**config.mk**
```make
export PLATFORM = sky130hd
export DESIGN_NAME = morse_code_codec
export DESIGN_NICKNAME = d
export VERILOG_FILES = /design/src/hdl/mcc_pkg.sv /design/src/hdl/mcc_core.sv /design/src/hdl/mcc_emit.sv /design/src/hdl/morse_code_codec.sv
export VERILOG_INCLUDE_DIRS = /design/src /design/src/hdl
export SDC_FILE = /design/constraint.sdc
export NUM_CORES = 1
export LEC_CHECK = 0
export BUFFER_PORTS_ARGS = -buffer_cell sky130_fd_sc_hd__buf_4
export CORE_MARGIN = 8
export CORE_UTILIZATION = 40
export DETAILED_ROUTE_END_ITERATION = 7
export GPL_TIMING_DRIVEN = 0
export PLACE_DENSITY = 0.69
export SYNTH_ARGS = -nofsm -noshare
export SYNTH_HDL_FRONTEND = slang
export SYNTH_SLANG_ARGS = --single-unit
```
**constraint.sdc**
```tcl
create_clock -name clk_i -period 11.4 [get_ports clk_i]
set_input_delay 1.71 -clock clk_i [delete_from_list [all_inputs] [get_ports clk_i]]
set_output_delay 1.71 -clock clk_i [all_outputs]
set_load 0.03 [all_outputs]
```
**src/hdl/morse_code_codec_macros.svh**
```systemverilog
// assertion macros shared by the morse codec modules
`ifndef MORSE_CODE_CODEC_MACROS_SVH
`define MORSE_CODE_CODEC_MACROS_SVH

// same-cycle implication, checked out of reset
`define MCC_ASSERT_IMP(lbl, ante, cons, msg) \
  lbl: assert property (@(posedge clk_i) disable iff (!rst_ni) (ante) |-> (cons)) \
    else $error(msg);

// next-cycle implication, checked out of reset
`define MCC_ASSERT_NXT(lbl, ante, cons, msg) \
  lbl: assert property (@(posedge clk_i) disable iff (!rst_ni) (ante) |=> (cons)) \
    else $error(msg);

`endif

```
**src/hdl/mcc_pkg.sv**
```systemverilog
// types, character codes and code tables of the morse codec
`default_nettype none

package mcc_pkg;

  // most results one item can cause: four symbols and a space
  localparam int unsigned MaxResults = 5;
  localparam int unsigned CntW       = 3;
  // node index width that covers the deepest tree the codec supports
  localparam int unsigned NodeW      = 8;

  localparam logic [7:0] CHAR_DOT   = 8'h2e;
  localparam logic [7:0] CHAR_DASH  = 8'h5f;
  localparam logic [7:0] CHAR_SPACE = 8'h20;
  localparam logic [7:0] CHAR_A     = 8'h61;
  localparam logic [7:0] CHAR_Z     = 8'h7a;
  localparam logic [7:0] CHAR_NONE  = 8'h00;

  // results caused by one item
  typedef struct packed {
    logic [MaxResults-1:0][7:0] chars;
    logic [CntW-1:0]            cnt;
    logic                       err;
  } burst_t;

  // code of a letter: {length, symbols}, symbol i in bit i, 1 for a dash
  function automatic logic [6:0] mcc_code(input logic [4:0] idx);
    logic [6:0] code;
    case (idx)
      5'd0:    code = {3'd2, 4'b0010};
      5'd1:    code = {3'd4, 4'b0001};
      5'd2:    code = {3'd4, 4'b0101};
      5'd3:    code = {3'd3, 4'b0001};
      5'd4:    code = {3'd1, 4'b0000};
      5'd5:    code = {3'd4, 4'b0100};
      5'd6:    code = {3'd3, 4'b0011};
      5'd7:    code = {3'd4, 4'b0000};
      5'd8:    code = {3'd2, 4'b0000};
      5'd9:    code = {3'd4, 4'b1110};
      5'd10:   code = {3'd3, 4'b0101};
      5'd11:   code = {3'd4, 4'b0010};
      5'd12:   code = {3'd2, 4'b0011};
      5'd13:   code = {3'd2, 4'b0001};
      5'd14:   code = {3'd3, 4'b0111};
      5'd15:   code = {3'd4, 4'b0110};
      5'd16:   code = {3'd4, 4'b1011};
      5'd17:   code = {3'd3, 4'b0010};
      5'd18:   code = {3'd3, 4'b0000};
      5'd19:   code = {3'd1, 4'b0001};
      5'd20:   code = {3'd3, 4'b0100};
      5'd21:   code = {3'd4, 4'b1000};
      5'd22:   code = {3'd3, 4'b0110};
      5'd23:   code = {3'd4, 4'b1001};
      5'd24:   code = {3'd4, 4'b1101};
      5'd25:   code = {3'd4, 4'b0011};
      default: code = {3'd0, 4'b0000};
    endcase
    return code;
  endfunction

  // letter held by a tree node in heap order, a space at the root, zero where there is none
  function automatic logic [7:0] mcc_letter(input logic [NodeW-1:0] node);
    logic [7:0] ch;
    if (node[NodeW-1:5] != '0) begin
      ch = CHAR_NONE;
    end else begin
      case (node[4:0])
        5'd1:    ch = CHAR_SPACE;
        5'd2:    ch = "e";
        5'd3:    ch = "t";
        5'd4:    ch = "i";
        5'd5:    ch = "a";
        5'd6:    ch = "n";
        5'd7:    ch = "m";
        5'd8:    ch = "s";
        5'd9:    ch = "u";
        5'd10:   ch = "r";
        5'd11:   ch = "w";
        5'd12:   ch = "d";
        5'd13:   ch = "k";
        5'd14:   ch = "g";
        5'd15:   ch = "o";
        5'd16:   ch = "h";
        5'd17:   ch = "v";
        5'd18:   ch = "f";
        5'd20:   ch = "l";
        5'd22:   ch = "p";
        5'd23:   ch = "j";
        5'd24:   ch = "b";
        5'd25:   ch = "x";
        5'd26:   ch = "c";
        5'd27:   ch = "y";
        5'd28:   ch = "z";
        5'd29:   ch = "q";
        default: ch = CHAR_NONE;
      endcase
    end
    return ch;
  endfunction

endpackage

`default_nettype wire

```
**src/hdl/mcc_core.sv**
```systemverilog
// translation of one character into its results, with tree and discard state
`default_nettype none

module mcc_core #(
  parameter int unsigned MAX_CODE_LEN = 4
) (
  input  wire logic           clk_i,
  input  wire logic           rst_ni,
  input  wire logic           dir_i,
  input  wire logic [7:0]     char_i,
  input  wire logic           eos_i,
  input  wire logic           take_i,
  output mcc_pkg::burst_t     burst_o
);
  import mcc_pkg::*;

  localparam int unsigned TreeW = MAX_CODE_LEN + 1;
  localparam logic [TreeW-1:0] Root = TreeW'(1);

  logic [TreeW-1:0] pos_q, pos_d;
  logic             disc_q, disc_d;
  logic [6:0]       code;
  logic [2:0]       code_len;
  logic [3:0]       code_pat;
  logic [TreeW-1:0] next_pos;
  logic [7:0]       cur_letter, next_letter;
  logic             is_letter;
  logic             fail;

  // encode lookup
  assign is_letter = (char_i >= CHAR_A) && (char_i <= CHAR_Z);
  assign code      = mcc_code(5'(char_i - CHAR_A));
  assign code_len  = code[6:4];
  assign code_pat  = code[3:0];

  // decode tree step
  assign next_pos    = {pos_q[TreeW-2:0], (char_i == CHAR_DASH)};
  assign cur_letter  = mcc_letter(NodeW'(pos_q));
  assign next_letter = mcc_letter(NodeW'(next_pos));

  // results and next state for the item in the input register
  always_comb begin
    burst_o = '0;
    pos_d   = pos_q;
    disc_d  = disc_q;
    fail    = 1'b0;
    if (disc_q) begin
      if (eos_i) begin
        disc_d = 1'b0;
        pos_d  = Root;
      end
    end else if (!dir_i) begin
      if (char_i == CHAR_SPACE) begin
        burst_o.chars[0] = CHAR_SPACE;
        burst_o.cnt      = CntW'(1);
      end else if (is_letter) begin
        for (int i = 0; i < MaxResults; i++) begin
          if (i < int'(code_len)) begin
            burst_o.chars[i] = code_pat[2'(i)] ? CHAR_DASH : CHAR_DOT;
          end else if (i == int'(code_len)) begin
            burst_o.chars[i] = CHAR_SPACE;
          end
        end
        burst_o.cnt = CntW'(code_len) + CntW'(1);
      end else begin
        fail = 1'b1;
      end
      if (eos_i) begin
        pos_d = Root;
      end
    end else begin
      if (char_i == CHAR_SPACE) begin
        burst_o.chars[0] = cur_letter;
        burst_o.chars[1] = CHAR_SPACE;
        burst_o.cnt      = eos_i ? CntW'(2) : CntW'(1);
        pos_d            = Root;
      end else if (char_i == CHAR_DOT || char_i == CHAR_DASH) begin
        if (pos_q[TreeW-1] || next_letter == CHAR_NONE) begin
          fail = 1'b1;
        end else if (eos_i) begin
          burst_o.chars[0] = next_letter;
          burst_o.cnt      = CntW'(1);
          pos_d            = Root;
        end else begin
          pos_d = next_pos;
        end
      end else begin
        fail = 1'b1;
      end
    end
    // invalid input: one error result, drop the rest of the string
    if (fail) begin
      burst_o       = '0;
      burst_o.cnt   = CntW'(1);
      burst_o.err   = 1'b1;
      disc_d        = !eos_i;
      pos_d         = Root;
    end
  end

  // state moves on when the item leaves the input register
  always_ff @(posedge clk_i or negedge rst_ni) begin
    if (!rst_ni) begin
      pos_q  <= Root;
      disc_q <= 1'b0;
    end else if (take_i) begin
      pos_q  <= pos_d;
      disc_q <= disc_d;
    end
  end

  `include "morse_code_codec_macros.svh"

  `MCC_ASSERT_IMP(a_disc_from_err, $rose(disc_q), $past(take_i) && $past(burst_o.err), "discard set without an error")
  `MCC_ASSERT_IMP(a_pos_nonzero, 1'b1, pos_q != '0, "tree position left the tree")

endmodule

`default_nettype wire

```
**src/hdl/mcc_emit.sv**
```systemverilog
// result register that hands out the results of one item, one per transfer
`default_nettype none

module mcc_emit (
  input  wire logic            clk_i,
  input  wire logic            rst_ni,
  input  wire mcc_pkg::burst_t burst_i,
  input  wire logic            load_i,
  output logic                 free_o,
  output logic                 out_valid_o,
  input  wire logic            out_ready_i,
  output logic [7:0]           out_char_o,
  output logic                 error_o,
  output logic                 last_o
);
  import mcc_pkg::*;

  burst_t          burst_q;
  logic [CntW-1:0] idx_q;
  logic            vld_q;
  logic            fire;

  assign fire        = vld_q && out_ready_i;
  assign out_valid_o = vld_q;
  assign out_char_o  = burst_q.chars[idx_q];
  assign error_o     = burst_q.err;
  assign last_o      = (idx_q == burst_q.cnt - CntW'(1));
  assign free_o      = !vld_q || (fire && last_o);

  // control: valid and result index
  always_ff @(posedge clk_i or negedge rst_ni) begin
    if (!rst_ni) begin
      vld_q <= 1'b0;
      idx_q <= '0;
    end else if (load_i) begin
      vld_q <= 1'b1;
      idx_q <= '0;
    end else if (fire) begin
      if (last_o) begin
        vld_q <= 1'b0;
      end else begin
        idx_q <= idx_q + CntW'(1);
      end
    end
  end

  // payload
  always_ff @(posedge clk_i) begin
    if (load_i) begin
      burst_q <= burst_i;
    end
  end

  `include "morse_code_codec_macros.svh"

  `MCC_ASSERT_IMP(a_idx_in_range, vld_q, burst_q.cnt != '0 && idx_q < burst_q.cnt && burst_q.cnt <= CntW'(MaxResults), "result index out of range")
  `MCC_ASSERT_IMP(a_err_alone, vld_q && burst_q.err, burst_q.cnt == CntW'(1) && out_char_o == CHAR_NONE, "error result not alone")
  `MCC_ASSERT_NXT(a_load_shows, load_i && burst_i.cnt != '0, vld_q && idx_q == '0, "loaded results not shown")

endmodule

`default_nettype wire

```
**src/hdl/morse_code_codec.sv**
```systemverilog
// top level of the morse code encoder and decoder
`default_nettype none

// Morse code codec, one ASCII character per input transfer. direction 0 encodes
// letters a to z into '.' and '_' symbols followed by a space; direction 1 walks
// the code tree on '.' and '_' and gives the letter reached on a space or at end
// of string. An invalid character or tree step gives one result with error set,
// and the rest of that string gives nothing. An item goes through an input
// register and is translated combinationally into a result register, which
// hands out one result per cycle while out_ready_i is high (up to five for an
// encoded letter); items that give no result (decode steps, discarded characters)
// go through at one per cycle. The next item is taken while results of the last
// one are still waiting; if it has results, it waits in the input register.
module morse_code_codec #(
  parameter int unsigned MAX_CODE_LEN = 4
) (
  input  wire logic       clk_i,
  input  wire logic       rst_ni,
  input  wire logic       cfg_we_i,
  input  wire logic       cfg_wdata_i,
  input  wire logic       in_valid_i,
  output logic            in_ready_o,
  input  wire logic [7:0] in_char_i,
  input  wire logic       end_of_string_i,
  output logic            out_valid_o,
  input  wire logic       out_ready_i,
  output logic [7:0]      out_char_o,
  output logic            error_o,
  output logic            last_o
);
  import mcc_pkg::*;

  logic       dir_q;
  logic       item_vld_q;
  logic [7:0] char_q;
  logic       eos_q;
  burst_t     burst;
  logic       take;
  logic       load;
  logic       emit_free;

  // item leaves the input register when its results have a place to go
  assign take       = item_vld_q && (burst.cnt == '0 || emit_free);
  assign load       = take && burst.cnt != '0;
  assign in_ready_o = !item_vld_q || take;

  // direction register
  always_ff @(posedge clk_i or negedge rst_ni) begin
    if (!rst_ni) begin
      dir_q <= 1'b0;
    end else if (cfg_we_i) begin
      dir_q <= cfg_wdata_i;
    end
  end

  // input register control
  always_ff @(posedge clk_i or negedge rst_ni) begin
    if (!rst_ni) begin
      item_vld_q <= 1'b0;
    end else if (in_ready_o) begin
      item_vld_q <= in_valid_i;
    end
  end

  // input register payload
  always_ff @(posedge clk_i) begin
    if (in_valid_i && in_ready_o) begin
      char_q <= in_char_i;
      eos_q  <= end_of_string_i;
    end
  end

  mcc_core #(
    .MAX_CODE_LEN(MAX_CODE_LEN)
  ) u_core (
    .clk_i   (clk_i),
    .rst_ni  (rst_ni),
    .dir_i   (dir_q),
    .char_i  (char_q),
    .eos_i   (eos_q),
    .take_i  (take),
    .burst_o (burst)
  );

  mcc_emit u_emit (
    .clk_i       (clk_i),
    .rst_ni      (rst_ni),
    .burst_i     (burst),
    .load_i      (load),
    .free_o      (emit_free),
    .out_valid_o (out_valid_o),
    .out_ready_i (out_ready_i),
    .out_char_o  (out_char_o),
    .error_o     (error_o),
    .last_o      (last_o)
  );

endmodule

`default_nettype wire
```
==> flow_summary.yaml <==
layout:
  antenna_cells: 0
  multi_input_area_um2: 2420
  syn_to_final_growth_pct: 12.3
  nFillCells: 945
  drive_above_1_share: 0.178
  layout.nets: 504
  fin_area_um2: 4360
  final-seq-area_um2: 1230
worst_setup_path:
  cp.required_ns: 9.69
  crit_path_end_kind: "output pin"
  startpoint_type: "flip-flop"
  cp_top_family: "buffers and inverters"
  crit_slowest_cell: "xnor2_1"
  slowest_delay_ns: 0.52
  crit_chain: "buf_2, inv_1, ha_1, buf_4, xnor2_1, nand2_1, a21oi_1, o21ai_2, inv_2, ha_1, ha_1, nand2_1, nand2_1, o211ai_2, nand3_1, buf_4"
  critPathArrivalTime_ns: 3.70
  path_class: "reg -> out"
  critPathMaxFanout: 10
  path_buf_inv: 5
timing:
  setup_viol: 0
  max_freq_mhz: 185
  drv_slew: 0
  period_minus_slack_ns: 5.41
  worst_pin_slew_ns: 0.796
  fin_skew_ns: 0.0175
  holdWs_ns: 0.588
  worst_slack_ns: 5.99
  relSlewSlack: 0.464
  rsz0062_at_grt: "false"
  finalSetupTns_ns: 0
  fin_crit_sh: 0.475
  finalHoldViolations: 0
floorplan:
  die_w_um: 115
  start_util: 0.405
  core-area_um2: 9590
  dieArea_um2: 13100
  ios: 27
  die_h_um: 115
  num_rows: 36
route:
  drt-initial-drc-count: 330
  routed_wl_um: 9500
  drc_errors: 0
  ant_nets: 0
  via_count: 3310
  via_per_inst: 5.58
  dr.pass1.iters: 4
  wl_per_cell_um: 16.0
logic_synthesis:
  synth-compound-area-share: 0.212
  syn_area_um2: 3880
  synth_area_per_cell_um2: 9.11
  ys_warn_count: 0
  ys.flop_type: "edfxtp_1"
  synth-simple-area-share: 0.198
  synth_edf_count: 31
  synthAdderAreaFrac: 0.0967
  synth_xor_xnor_area_share: 0.0287
  synth_seq_cells: 43
  netlist_instances: 426
  synth_top_family_by_area: "compound AO/OA/AOI/OAI gates"
  synthArstFlopShare: 0.279
  netlist-cell-type-count: 78
  synth-seq-area-share: 0.317
  syn-num-nets: 471
  synthMuxAreaShare: 0.0860
clock_network:
  cts_tree: "done"
  clk_path_buf_depth: 2
  clk_latency_ns: 0.31
  numCtsBuffers: 5
  clockRootBuffer: "clkbuf_8"
  cts.sinks: 43
  post_cts.repair.setup_buffers: 0
  ctsHoldBuffers: 0
  h-tree-depth: 2
  clk_pin_slew_worst_paths_ns: 0.10
  post_cts_resized: 0
status:
  status: "finished clean"
placement:
  dpl_worst_slack_ns: 6.31
  placed_cell_area_um2: 4240
  dp_hpwl_um: 7270
  place_congestion: 0.897
  io_buffers: 25
grt:
  grt_pass1_wl_um: 15800
  grt_pass1_vias: 3208
  grt_max_degree: 27
  antenna_found_initial: 0
  grtUsageTotal: 0.148
  grt.overflow.total: 0
hold_path:
  hp-class: "reg -> reg"
power:
  p_leak_nw: 1.72
  pwr_density_cell_nw_per_um2: 187
  p_total_w: 0.000814
  ir_worst_vdd_mv: 0.104
job:
  drv_cap: 0
[sequential cells by signal, indices dropped and copies added, names as in the netlist]
register,flops
u_emit.burst_q,21
char_q,8
u_core.pos_q,5
u_emit.idx_q,3
dir_q,1
eos_q,1
item_vld_q,1
u_core.disc_q,1
u_emit.error_o,1
u_emit.out_valid_o,1
[where the power goes]
part / switching [W] / internal [W] / total, W
Clock: 0.0000583 / 0.0000653 / 0.000124
Combinational: 0.000275 / 0.000171 / 0.000446
Sequential: 0.0000243 / 0.000220 / 0.000244
Total: 0.000358 / 0.000456 / 0.000814
[stage by stage]
stage / utilization / std cells
detailed placement: 0.442 / 584
floorplan: - / 426
CTS: 0.453 / 592
global route: 0.454 / 593
global placement: 0.442 / 584
finish: 0.454 / 593
[final timing paths]
kind,start,endpoint,slack [ns],cells after the start
setup / recovery,char_q[1]$_DFFE_PP_,in_ready_o,5.99,16
hold / removal,item_vld_q$_DFFE_PN0P_,u_core.disc_q$_DFFE_PN0P_,0.59,1
setup reg to reg,char_q[1]$_DFFE_PP_,u_emit.burst_q[9]$_SDFFCE_PP0P_,7.11,16
hold reg to reg,item_vld_q$_DFFE_PN0P_,u_core.disc_q$_DFFE_PN0P_,0.59,1
max in group asynchronous,rst_ni,u_core.pos_q[0]$_DFFE_PN1P_,9.93,1
min in group asynchronous,rst_ni,item_vld_q$_DFFE_PN0P_,1.23,1
[logic make-up (layout without fill, tap and decap cells)]
family / Yosys count / count (layout)
buf+inv: 52 / 86
flops: 43 / 43
compound gates: 118 / 118
other cells: 1 / 1
simple gates: 142 / 142
mux: 29 / 29
fa+ha+maj: 30 / 30
xor+xnor: 11 / 11
[cells in the mapped netlist, drive strengths merged (5+ instances only)]
| master | instances | share of area |
|---|---|---|
| and3 | 6 | 0.0097 |
| xnor2 | 10 | 0.026 |
| o211ai | 7 | 0.016 |
| dfrtp | 11 | 0.071 |
| mux2i | 21 | 0.054 |
| a21oi | 31 | 0.041 |
| nand2 | 34 | 0.033 |
| o21a | 11 | 0.021 |
| o21ai | 18 | 0.027 |
| nor2 | 35 | 0.034 |
| inv | 21 | 0.020 |
| a31oi | 6 | 0.0097 |
| clkbuf | 12 | 0.012 |
| o22ai | 6 | 0.0097 |
| edfxtp | 31 | 0.24 |
| mux2 | 5 | 0.015 |
| nand2b | 13 | 0.021 |
| nand3 | 6 | 0.0077 |
| nor3 | 13 | 0.018 |
| buf | 19 | 0.028 |
| ha | 30 | 0.097 |
[cells in the final DEF (no fill, tap or decap), drive strengths merged, types with 5 or more instances in the layout]
| cell | Yosys | layout |
|---|---|---|
| o21a | 11 | 11 |
| dfrtp | 11 | 11 |
| and3 | 6 | 6 |
| o22ai | 6 | 6 |
| nand3 | 6 | 6 |
| inv | 21 | 21 |
| nand2 | 34 | 34 |
| mux2 | 5 | 5 |
| edfxtp | 31 | 31 |
| o211ai | 7 | 7 |
| a31oi | 6 | 6 |
| buf | 19 | 45 |
| ha | 30 | 30 |
| nor2 | 35 | 35 |
| nor3 | 13 | 13 |
| clkbuf | 12 | 17 |
| mux2i | 21 | 21 |
| a21oi | 31 | 31 |
| o21ai | 18 | 18 |
| xnor2 | 10 | 10 |
| nand2b | 13 | 13 |
[cell type report]
cell class                 count  share of cell area
buffer                        31              0.0353
clock buffer                   5              0.0158
clock inverter                 3              0.0100
inverter                      21              0.0181
multi-input combinational    331               0.554
sequential                    43               0.283
tap                          133              0.0382
timing repair buffer          26              0.0456
[layer usage]
layer | global-route usage | wire [um]
met1 | 0.189 | 4270
met2 | 0.244 | 4450
met3 | 0.0301 | 587
met4 | 0.0453 | 197
met5 | 0 | 0
Power figures use the tool's default switching activity.
